### src/rtl/chd_pkg.sv
// ----------------------------------------------------------------------------
// chd_pkg: shared types and constants for the chunked body decoder
// Phase codes, status codes, decoder state and queue entry layout.
// ----------------------------------------------------------------------------
package chd_pkg;

   localparam int SIZE_BITS = 32;
   localparam int DROP_BITS = 32;
   localparam int QUEUE_DEPTH = 2;
   localparam int TDATA_BITS = 48;
   localparam int TDATA_PAD = TDATA_BITS - 8 - 2 - DROP_BITS;

   localparam logic [SIZE_BITS-1:0] SIZE_LIMIT = '1;
   localparam logic [SIZE_BITS-1:0] SIZE_SAT = SIZE_LIMIT >> 4;
   localparam logic [SIZE_BITS-1:0] SIZE_ONE = SIZE_BITS'(1);

   localparam logic [7:0] CHAR_CR = 8'h0d;
   localparam logic [7:0] CHAR_LF = 8'h0a;
   localparam logic [7:0] CHAR_0 = 8'h30;
   localparam logic [7:0] CHAR_9 = 8'h39;
   localparam logic [7:0] CHAR_LOWER_A = 8'h61;
   localparam logic [7:0] CHAR_LOWER_F = 8'h66;
   localparam logic [7:0] CHAR_UPPER_A = 8'h41;
   localparam logic [7:0] CHAR_UPPER_F = 8'h46;
   localparam logic [7:0] HEX_TEN = 8'd10;

   localparam logic KIND_DATA = 1'b0;
   localparam logic KIND_STATUS = 1'b1;

   typedef enum logic [2:0] {
      PH_START    = 3'd0,
      PH_DATA     = 3'd1,
      PH_TRAIL    = 3'd2,
      PH_TRAIL_CR = 3'd3,
      PH_DONE     = 3'd4,
      PH_LINE     = 3'd5
   } chd_phase_type;

   typedef enum logic [1:0] {
      STATUS_ZERO_CHUNK = 2'd0,
      STATUS_BOUNDARY   = 2'd1,
      STATUS_UNTERM     = 2'd2,
      STATUS_TRUNCATED  = 2'd3
   } chd_status_type;

   typedef struct packed {
      chd_phase_type        phase;
      logic [SIZE_BITS-1:0] chunk_len;
      logic [SIZE_BITS-1:0] bytes_left;
      logic                 hex_done;
      logic                 cr_seen;
   } chd_state_type;

   localparam chd_state_type STATE_RESET = '{
      phase: PH_START,
      chunk_len: '0,
      bytes_left: '0,
      hex_done: 1'b0,
      cr_seen: 1'b0
   };

   typedef struct packed {
      logic                 has_data;
      logic [7:0]           data_byte;
      logic                 has_status;
      chd_status_type       status;
      logic [DROP_BITS-1:0] drop_count;
   } chd_entry_type;

   // valid flag above a 4-bit digit value
   function automatic logic [4:0] hex_digit(input logic [7:0] b);
      logic [7:0] t;
      t = 8'd0;
      hex_digit = 5'd0;
      if (b >= CHAR_0 && b <= CHAR_9) begin
         t = b - CHAR_0;
         hex_digit = {1'b1, t[3:0]};
      end else if (b >= CHAR_LOWER_A && b <= CHAR_LOWER_F) begin
         t = b - CHAR_LOWER_A + HEX_TEN;
         hex_digit = {1'b1, t[3:0]};
      end else if (b >= CHAR_UPPER_A && b <= CHAR_UPPER_F) begin
         t = b - CHAR_UPPER_A + HEX_TEN;
         hex_digit = {1'b1, t[3:0]};
      end
   endfunction

endpackage

### src/rtl/chd_core.sv
// ----------------------------------------------------------------------------
// chd_core: chunked framing decode stage
// Registers one body byte, decodes it against the framing state and hands
// a data and/or end status entry to the result queue.
// ----------------------------------------------------------------------------
module chd_core (
   input  logic                  clock,
   input  logic                  reset,
   input  logic                  req_tvalid,
   output logic                  req_tready,
   input  logic [7:0]            byte_in,
   input  logic                  last_in,
   input  logic                  room,
   output logic                  push,
   output chd_pkg::chd_entry_type entry
);

   logic                   stage_valid_ff;
   logic [7:0]             stage_byte_ff;
   logic                   stage_last_ff;
   chd_pkg::chd_state_type state_ff;
   chd_pkg::chd_state_type state_in;
   chd_pkg::chd_entry_type entry_in;
   logic                   has_work;
   logic                   advance;

   function automatic chd_pkg::chd_state_type size_line(
      input chd_pkg::chd_state_type s,
      input logic [7:0]             b
   );
      chd_pkg::chd_state_type n;
      logic [4:0]             d;
      n = s;
      d = chd_pkg::hex_digit(b);
      if (s.cr_seen && b == chd_pkg::CHAR_LF) begin
         n.hex_done = 1'b0;
         n.cr_seen = 1'b0;
         n.bytes_left = s.chunk_len;
         n.phase = (s.chunk_len == '0) ? chd_pkg::PH_DONE : chd_pkg::PH_DATA;
      end else begin
         if (s.hex_done || !d[4]) begin
            n.hex_done = 1'b1;
         end else if (s.chunk_len > chd_pkg::SIZE_SAT) begin
            n.chunk_len = chd_pkg::SIZE_LIMIT;
         end else begin
            n.chunk_len = {s.chunk_len[chd_pkg::SIZE_BITS-5:0], d[3:0]};
         end
         n.cr_seen = (b == chd_pkg::CHAR_CR);
         n.phase = chd_pkg::PH_LINE;
      end
      return n;
   endfunction

   always_comb begin
      state_in = state_ff;
      entry_in = '0;
      case (state_ff.phase)
         chd_pkg::PH_DATA: begin
            entry_in.has_data = 1'b1;
            entry_in.data_byte = stage_byte_ff;
            if (state_in.bytes_left != '0) begin
               state_in.bytes_left = state_in.bytes_left - chd_pkg::SIZE_ONE;
            end
            if (state_in.bytes_left == '0) begin
               state_in.phase = chd_pkg::PH_TRAIL;
            end
         end
         chd_pkg::PH_TRAIL: begin
            if (stage_byte_ff == chd_pkg::CHAR_CR) begin
               state_in.phase = chd_pkg::PH_TRAIL_CR;
            end else begin
               state_in.chunk_len = '0;
               state_in.hex_done = 1'b0;
               state_in.cr_seen = 1'b0;
               state_in = size_line(state_in, stage_byte_ff);
            end
         end
         chd_pkg::PH_TRAIL_CR: begin
            if (stage_byte_ff == chd_pkg::CHAR_LF) begin
               state_in.phase = chd_pkg::PH_START;
               state_in.chunk_len = '0;
               state_in.hex_done = 1'b0;
               state_in.cr_seen = 1'b0;
            end else begin
               // stray cr opens the next size line
               state_in.chunk_len = '0;
               state_in.hex_done = 1'b1;
               state_in.cr_seen = 1'b1;
               state_in.phase = chd_pkg::PH_LINE;
               state_in = size_line(state_in, stage_byte_ff);
            end
         end
         chd_pkg::PH_DONE: begin
            state_in = state_ff;
         end
         chd_pkg::PH_LINE: begin
            state_in = size_line(state_in, stage_byte_ff);
         end
         default: begin
            state_in.chunk_len = '0;
            state_in.hex_done = 1'b0;
            state_in.cr_seen = 1'b0;
            state_in = size_line(state_in, stage_byte_ff);
         end
      endcase

      if (stage_last_ff) begin
         entry_in.has_status = 1'b1;
         case (state_in.phase)
            chd_pkg::PH_DONE: begin
               entry_in.status = chd_pkg::STATUS_ZERO_CHUNK;
            end
            chd_pkg::PH_DATA: begin
               entry_in.status = chd_pkg::STATUS_TRUNCATED;
               entry_in.drop_count =
                  chd_pkg::DROP_BITS'(state_in.chunk_len - state_in.bytes_left);
            end
            chd_pkg::PH_LINE, chd_pkg::PH_TRAIL_CR: begin
               entry_in.status = chd_pkg::STATUS_UNTERM;
            end
            default: begin
               entry_in.status = chd_pkg::STATUS_BOUNDARY;
            end
         endcase
         state_in = chd_pkg::STATE_RESET;
      end
   end

   assign has_work = entry_in.has_data || entry_in.has_status;
   assign advance = !stage_valid_ff || !has_work || room;
   assign req_tready = advance;
   assign push = stage_valid_ff && has_work && room;
   assign entry = entry_in;

   always_ff @(posedge clock) begin
      if (reset) begin
         stage_valid_ff <= 1'b0;
         state_ff <= chd_pkg::STATE_RESET;
      end else begin
         if (stage_valid_ff && advance) begin
            state_ff <= state_in;
         end
         if (advance) begin
            stage_valid_ff <= req_tvalid;
         end
      end
   end

   always_ff @(posedge clock) begin
      if (req_tvalid && advance) begin
         stage_byte_ff <= byte_in;
         stage_last_ff <= last_in;
      end
   end

endmodule

### src/rtl/chd_outq.sv
// ----------------------------------------------------------------------------
// chd_outq: result queue
// Two-entry queue of decoded entries; each entry leaves as a data
// transaction, an end status transaction, or both in that order.
// ----------------------------------------------------------------------------
module chd_outq (
   input  logic                               clock,
   input  logic                               reset,
   input  logic                               push,
   input  chd_pkg::chd_entry_type             entry,
   output logic                               room,
   output logic                               rsp_tvalid,
   input  logic                               rsp_tready,
   output logic [chd_pkg::TDATA_BITS-1:0]     rsp_tdata,
   output logic                               rsp_tuser,
   output logic                               rsp_tlast
);

   chd_pkg::chd_entry_type entries_ff [chd_pkg::QUEUE_DEPTH];
   logic                   wr_ptr_ff;
   logic                   wr_ptr_in;
   logic                   rd_ptr_ff;
   logic                   rd_ptr_in;
   logic [1:0]             count_ff;
   logic [1:0]             count_in;
   logic                   part_ff;
   logic                   part_in;
   chd_pkg::chd_entry_type head;
   logic                   show_data;
   logic                   taken;
   logic                   pop;

   assign head = entries_ff[rd_ptr_ff];
   assign show_data = !part_ff && head.has_data;
   assign room = (count_ff != 2'(chd_pkg::QUEUE_DEPTH));
   assign rsp_tvalid = (count_ff != 2'd0);
   assign rsp_tuser = show_data ? chd_pkg::KIND_DATA : chd_pkg::KIND_STATUS;
   assign rsp_tlast = !show_data;
   assign rsp_tdata = show_data
      ? {{chd_pkg::TDATA_PAD{1'b0}}, {chd_pkg::DROP_BITS{1'b0}}, 2'b00, head.data_byte}
      : {{chd_pkg::TDATA_PAD{1'b0}}, head.drop_count, head.status, 8'h00};

   assign taken = rsp_tvalid && rsp_tready;
   assign pop = taken && (!show_data || !head.has_status);

   always_comb begin
      wr_ptr_in = push ? !wr_ptr_ff : wr_ptr_ff;
      rd_ptr_in = pop ? !rd_ptr_ff : rd_ptr_ff;
      count_in = count_ff + 2'(push) - 2'(pop);
      part_in = part_ff;
      if (pop) begin
         part_in = 1'b0;
      end else if (taken) begin
         part_in = 1'b1;
      end
   end

   always_ff @(posedge clock) begin
      if (reset) begin
         wr_ptr_ff <= 1'b0;
         rd_ptr_ff <= 1'b0;
         count_ff <= 2'd0;
         part_ff <= 1'b0;
      end else begin
         wr_ptr_ff <= wr_ptr_in;
         rd_ptr_ff <= rd_ptr_in;
         count_ff <= count_in;
         part_ff <= part_in;
      end
   end

   always_ff @(posedge clock) begin
      if (push) begin
         entries_ff[wr_ptr_ff] <= entry;
      end
   end

endmodule

### src/rtl/http_chunked_decoder_top.sv
// path: an accepted byte goes into the core stage register, and its decoded entry into
//   the result queue, from which its first result transaction is offered
// throughput: one byte per cycle while the result queue has room; a final byte that also
//   carries data gives two transactions, which the single result port sends one after the other
// the two-entry result queue lets input continue while results wait
// reset: synchronous, active high; clears framing state, stage and queue
// ----------------------------------------------------------------------------
// http_chunked_decoder_top: chunked transfer body decoder
// Strips chunk size lines and trailers from a body byte stream and reports
// how the body ended on its final byte.
// ----------------------------------------------------------------------------
module http_chunked_decoder_top (
   input  logic                           clock,
   input  logic                           reset,
   input  logic                           req_tvalid,
   output logic                           req_tready,
   input  logic [7:0]                     req_tdata,   // in_byte[7:0]
   input  logic                           req_tlast,
   output logic                           rsp_tvalid,
   input  logic                           rsp_tready,
   output logic [chd_pkg::TDATA_BITS-1:0] rsp_tdata,   // out_byte[7:0], end_status[9:8],
                                                       // drop_count[41:10], zeros[47:42]
   output logic                           rsp_tuser,   // out_kind
   output logic                           rsp_tlast
);

   logic                   push;
   logic                   room;
   chd_pkg::chd_entry_type entry;

   chd_core u_core (
      .clock      (clock),
      .reset      (reset),
      .req_tvalid (req_tvalid),
      .req_tready (req_tready),
      .byte_in    (req_tdata),
      .last_in    (req_tlast),
      .room       (room),
      .push       (push),
      .entry      (entry)
   );

   chd_outq u_outq (
      .clock      (clock),
      .reset      (reset),
      .push       (push),
      .entry      (entry),
      .room       (room),
      .rsp_tvalid (rsp_tvalid),
      .rsp_tready (rsp_tready),
      .rsp_tdata  (rsp_tdata),
      .rsp_tuser  (rsp_tuser),
      .rsp_tlast  (rsp_tlast)
   );

   a_push_room: assert property (@(posedge clock) disable iff (reset)
      push |-> room)
      else $error("entry pushed into a full result queue");

   a_drop_only_truncated: assert property (@(posedge clock) disable iff (reset)
      (push && (!entry.has_status || entry.status != chd_pkg::STATUS_TRUNCATED))
      |-> entry.drop_count == '0)
      else $error("drop count set outside a truncated chunk");

   a_status_shape: assert property (@(posedge clock) disable iff (reset)
      (rsp_tvalid && rsp_tuser == chd_pkg::KIND_STATUS)
      |-> (rsp_tlast && rsp_tdata[7:0] == 8'h00))
      else $error("status transaction malformed");

   a_data_shape: assert property (@(posedge clock) disable iff (reset)
      (rsp_tvalid && rsp_tuser == chd_pkg::KIND_DATA)
      |-> (!rsp_tlast && rsp_tdata[chd_pkg::TDATA_BITS-1:8] == '0))
      else $error("data transaction malformed");

endmodule
### config.mk
export PLATFORM = sky130hd
export DESIGN_NAME = http_chunked_decoder_top
export DESIGN_NICKNAME = d
export VERILOG_FILES = /design/src/rtl/chd_pkg.sv /design/src/rtl/chd_core.sv /design/src/rtl/chd_outq.sv /design/src/rtl/http_chunked_decoder_top.sv
export SDC_FILE = /design/constraint.sdc
export NUM_CORES = 1
export LEC_CHECK = 0
export BUFFER_PORTS_ARGS = -buffer_cell sky130_fd_sc_hd__buf_2
export CAP_MARGIN = 25
export CORE_UTILIZATION = 60
export CTS_CLUSTER_SIZE = 8
export DETAILED_ROUTE_END_ITERATION = 7
export PLACE_DENSITY_LB_ADDON = 0.08
export SETUP_SLACK_MARGIN = 0.5
export SYNTH_ARGS = -nofsm -noshare
export SYNTH_HDL_FRONTEND = slang
export SYNTH_SLANG_ARGS = --single-unit
### constraint.sdc
create_clock -name clock -period 13.7 [get_ports clock]
set_input_delay 2.055 -clock clock [delete_from_list [all_inputs] [get_ports clock]]
set_output_delay 2.055 -clock clock [all_outputs]
set_load 0.005 [all_outputs]
==> metrics.md <==
| Metric | Value |
|---|---|
| Critical path class | reg2reg |
| Bufs on Longest Clock Path | 2 |
| WP depth | 18 |
| Pin count of the biggest net entering global routing | 78 |
| Worst Setup SP | u_core.state_ff[68] |
| Vias in the first global route | 8439 |
| Worst Path Required | 13.98 ns |
| Routed Antenna Nets | 0 |
| Hold WS | 0.482 ns |
| Register area share after synthesis | 40.1% |
| CP max stage delay | 0.77 ns |
| Hold Buf Count CTS | 0 |
| Share of cells above drive strength 1 | 13.0% |
| Leading area contributor after synthesis | edfxtp_1 |
| Fin Setup TNS | 0 ns |
| Port bufs | 58 |
| Asr flop ratio synth | 0% |
| Worst r2r src | u_core.state_ff[68] |
| Count leader, synth | nor2_1 |
| Grt ovf | 0 |
| Die X | 138 µm |
| Final WL | 29.4 mm |
| Top cells by area, synth | edfxtp_1, dfxtp_1, nor2_1, ha_1, mux2i_1 |
| Cell count after synthesis | 1282 |
| Root Buffer | clkbuf_16 |
| Critical Path, Cell by Cell | buf_4 -> inv_1 -> nand2_1 -> inv_1 -> nand3_1 -> nand3_1 -> ha_1 -> inv_1 -> fa_1 -> a211oi_1 -> o21ai_0 -> a41oi_1 -> o21ai_0 -> a221o_1 -> a21oi_1 -> nor2_1 -> or4b_2 -> a31oi_2 |
| Final setup fails | 0 |
| Slowest stage cell, crit path | inv_1 |
| Worst setup EP type | flip-flop |
| Global-route wire length before repair | 45.7 mm |
| Syn Area/Cell | 8.63 µm² |
| Simple-gate area share of the yosys netlist | 22.4% |
| Resized cells post-CTS | 0 |
| Slew HR | 33.8% |
| Total leakage power | 0.00435 µW |
| Cell family contributing the most delay on the critical path | compound AO/OA/AOI/OAI gates |
| Xor and xnor area share after synthesis | 2.53% |
| Slew Viols, Final | 0 |
| Global placement routability congestion | 0.949 |
| WP buf/inv | 4 |
| Fmax | 153 MHz |
| Latest clock arrival within the worst-skew pair | 0.44 ns |
| Initial DRC count | 1124 |
| Power per cell area | 117 nW/µm² |
| Hold crit path type | reg2reg |
| Number of nets in the layout | 1336 |
| Die ar. | 19000 µm² |
| Post-synthesis mux area share | 4.57% |
| DRC errors left | 0 |
| Fin util | 66.4% |
| Layout area overhead | 8.21% |
| Reg2Reg Depth | 18 |
| Initial Utilization | 61.4% |
| Worst-Margin Slew | 0.994 ns |
| Post-synth EDFFs | 97 |
| Fin crit period | 6.52 ns |
| Max-cap violation count | 0 |
| Final worst-path cycle share | 47.6% |
| Critical Path Most Common Cell | inv_1 |
| Antenna cells | 0 |
| Clk slew on worst S/H paths | 0.08 ns |
| Initial antenna violation count | 0 |
| Post-Synth Adder-Cell Area | 4.59% |
| RSZ-0062 raised after global routing | false |
| CTS tree | done |
| Dpl cells | 1492 |
| Setup crit start kind | flip-flop |
| Core ar. | 18000 µm² |
| Total Power | 1400 µW |
| Final Hold Vio Count | 0 |
| Hold path cells | 2 |
| Fillers | 1492 |
| Via/cell ratio | 6.47 |
| IO Count | 65 |
| # rows | 49 |
| Routed len/inst | 19.3 µm |
| Peak VDD IR | 0.0000908 V |
| Post-DP HPWL | 20.4 mm |
| Setup Buffers After CTS | 0 |
| Hold path startpoint | u_outq.part_ff |
| Via count | 9865 |
| Netlist cell types | 79 |
| CTS Buf Count | 17 |
| H-tree levels | 4 |
| Final Skew | 0.0116 ns |
| Fraction of the mapped netlist area in compound gates | 21.0% |
| Status | finished, final reports clean |
| Mapped Area | 11100 µm² |
| Yosys warns | 0 |
| Sink Count | 173 |
| Ys flop type | edfxtp_1 |
| Largest family of logic cells by synthesized area | simple AND/OR/NAND/NOR gates |
| Finished Layout Cells | 1525 |
| Crit Path Max Fanout | 50 |
| Most common library cells after synthesis | nor2_1, edfxtp_1, nand2_1, o21ai_0, a21oi_1 |
| Pre-Repair DR Iteration Count | 5 |
| Post-synth top area share | 26.3% |
| Overall track demand over capacity in global routing | 31.6% |
| Arr. time, crit path | 6.80 ns |
| FF+latch count, synth | 173 |
| Die Span Y | 138 µm |
## final timing paths
check	end	slack [ns]
max	u_outq.entries_ff[0][24]	7.18
min	u_outq.part_ff	0.48
max reg2reg	u_outq.entries_ff[0][24]	7.18
min reg2reg	u_outq.part_ff	0.48
## flip-flops by register name, indices dropped and copies added, names as in the netlist, named ones only
signal	cells
u_core.stage_valid_ff	1
u_core.state_ff	69
u_core.stage_last_ff	1
u_outq.wr_ptr_ff	1
u_core.stage_byte_ff	8
u_outq.part_ff	1
u_outq.entries_ff	88
u_outq.count_ff	2
u_outq.rd_ptr_ff	1
## placed cells by master, fill, tap and decap left out, types with 28 or more instances in the layout
| cell | Yosys | layout |
|---|---|---|
| a21oi_1 | 77 | 77 |
| mux2i_1 | 46 | 46 |
| nor2_2 | 25 | 28 |
| a22oi_1 | 42 | 42 |
| ha_1 | 39 | 39 |
| o21ai_0 | 85 | 85 |
| nand2_1 | 95 | 94 |
| nor3_1 | 30 | 30 |
| nor2_1 | 223 | 220 |
| dfxtp_1 | 76 | 75 |
| edfxtp_1 | 97 | 97 |
| buf_2 | 6 | 58 |
## layer usage
layer  track usage (%)  up-vias  part of all wire, %
met5                 0        -                 0.14
met4              10.4        2                  2.3
met3              6.40       61                   10
met2              45.1      506                   42
met1              47.2     4589                   45
li1                  -     4707                    -
## cell type report
cell class | count | area, µm² | share of cell area (%)
Tap cell | 229 | 287 | 2.39
Sequential cell | 173 | 4440 | 37.1
Inverter | 26 | 97.6 | 0.815
Multi-Input combinational cell | 991 | 6140 | 51.3
Clock buffer | 17 | 425 | 3.55
Clock inverter | 15 | 166 | 1.39
Timing Repair Buffer | 74 | 423 | 3.53
## metrics by stage
| step | instance area (µm²) | worst slack [ns] |
|---|---|---|
| 2_1_floorplan | 11100 | 8.21 |
| 3_3_place_gp | 11400 | 7.43 |
| 3_5_place_dp | 11400 | 7.35 |
| 4_1_cts | 12000 | 7.27 |
| 5_1_grt | 12000 | 6.72 |
| 6_report | 12000 | 7.18 |
## power by group
group / internal [µW] / switching (µW) / leakage [µW]
registers: 571 / 11.6 / 0.00152
clock network: 245 / 242 / 0.000281
logic: 136 / 199 / 0.00255
total: 951 / 453 / 0.00435
## logic make-up (layout without fill, tap and decap cells)
group / count (synthesis) / in the layout
buffers and inverters: 123 / 132
xor gates and xnor gates: 32 / 32
muxes: 50 / 50
AOI/OAI and AO/OA: 351 / 351
DFF: 173 / 173
and+or+nand+nor: 512 / 512
adders and majority gates: 40 / 40
other: 1 / 6
## worst reg2reg max path: stages (launching register included)
cell and delay, ns:
dfxtp_1 0.30, buf_4 0.27, inv_1 0.69, nand2_1 0.60, inv_1 0.78, nand3_1 0.17
nand3_1 0.17, ha_1 0.16, inv_1 0.05, fa_1 0.43, a211oi_1 0.27, o21ai_0 0.23
a41oi_1 0.38, o21ai_0 0.30, a221o_1 0.39, a21oi_1 0.23, nor2_1 0.09, or4b_2 0.64
a31oi_2 0.20
No activity file was read; power rests on OpenSTA's default activity.
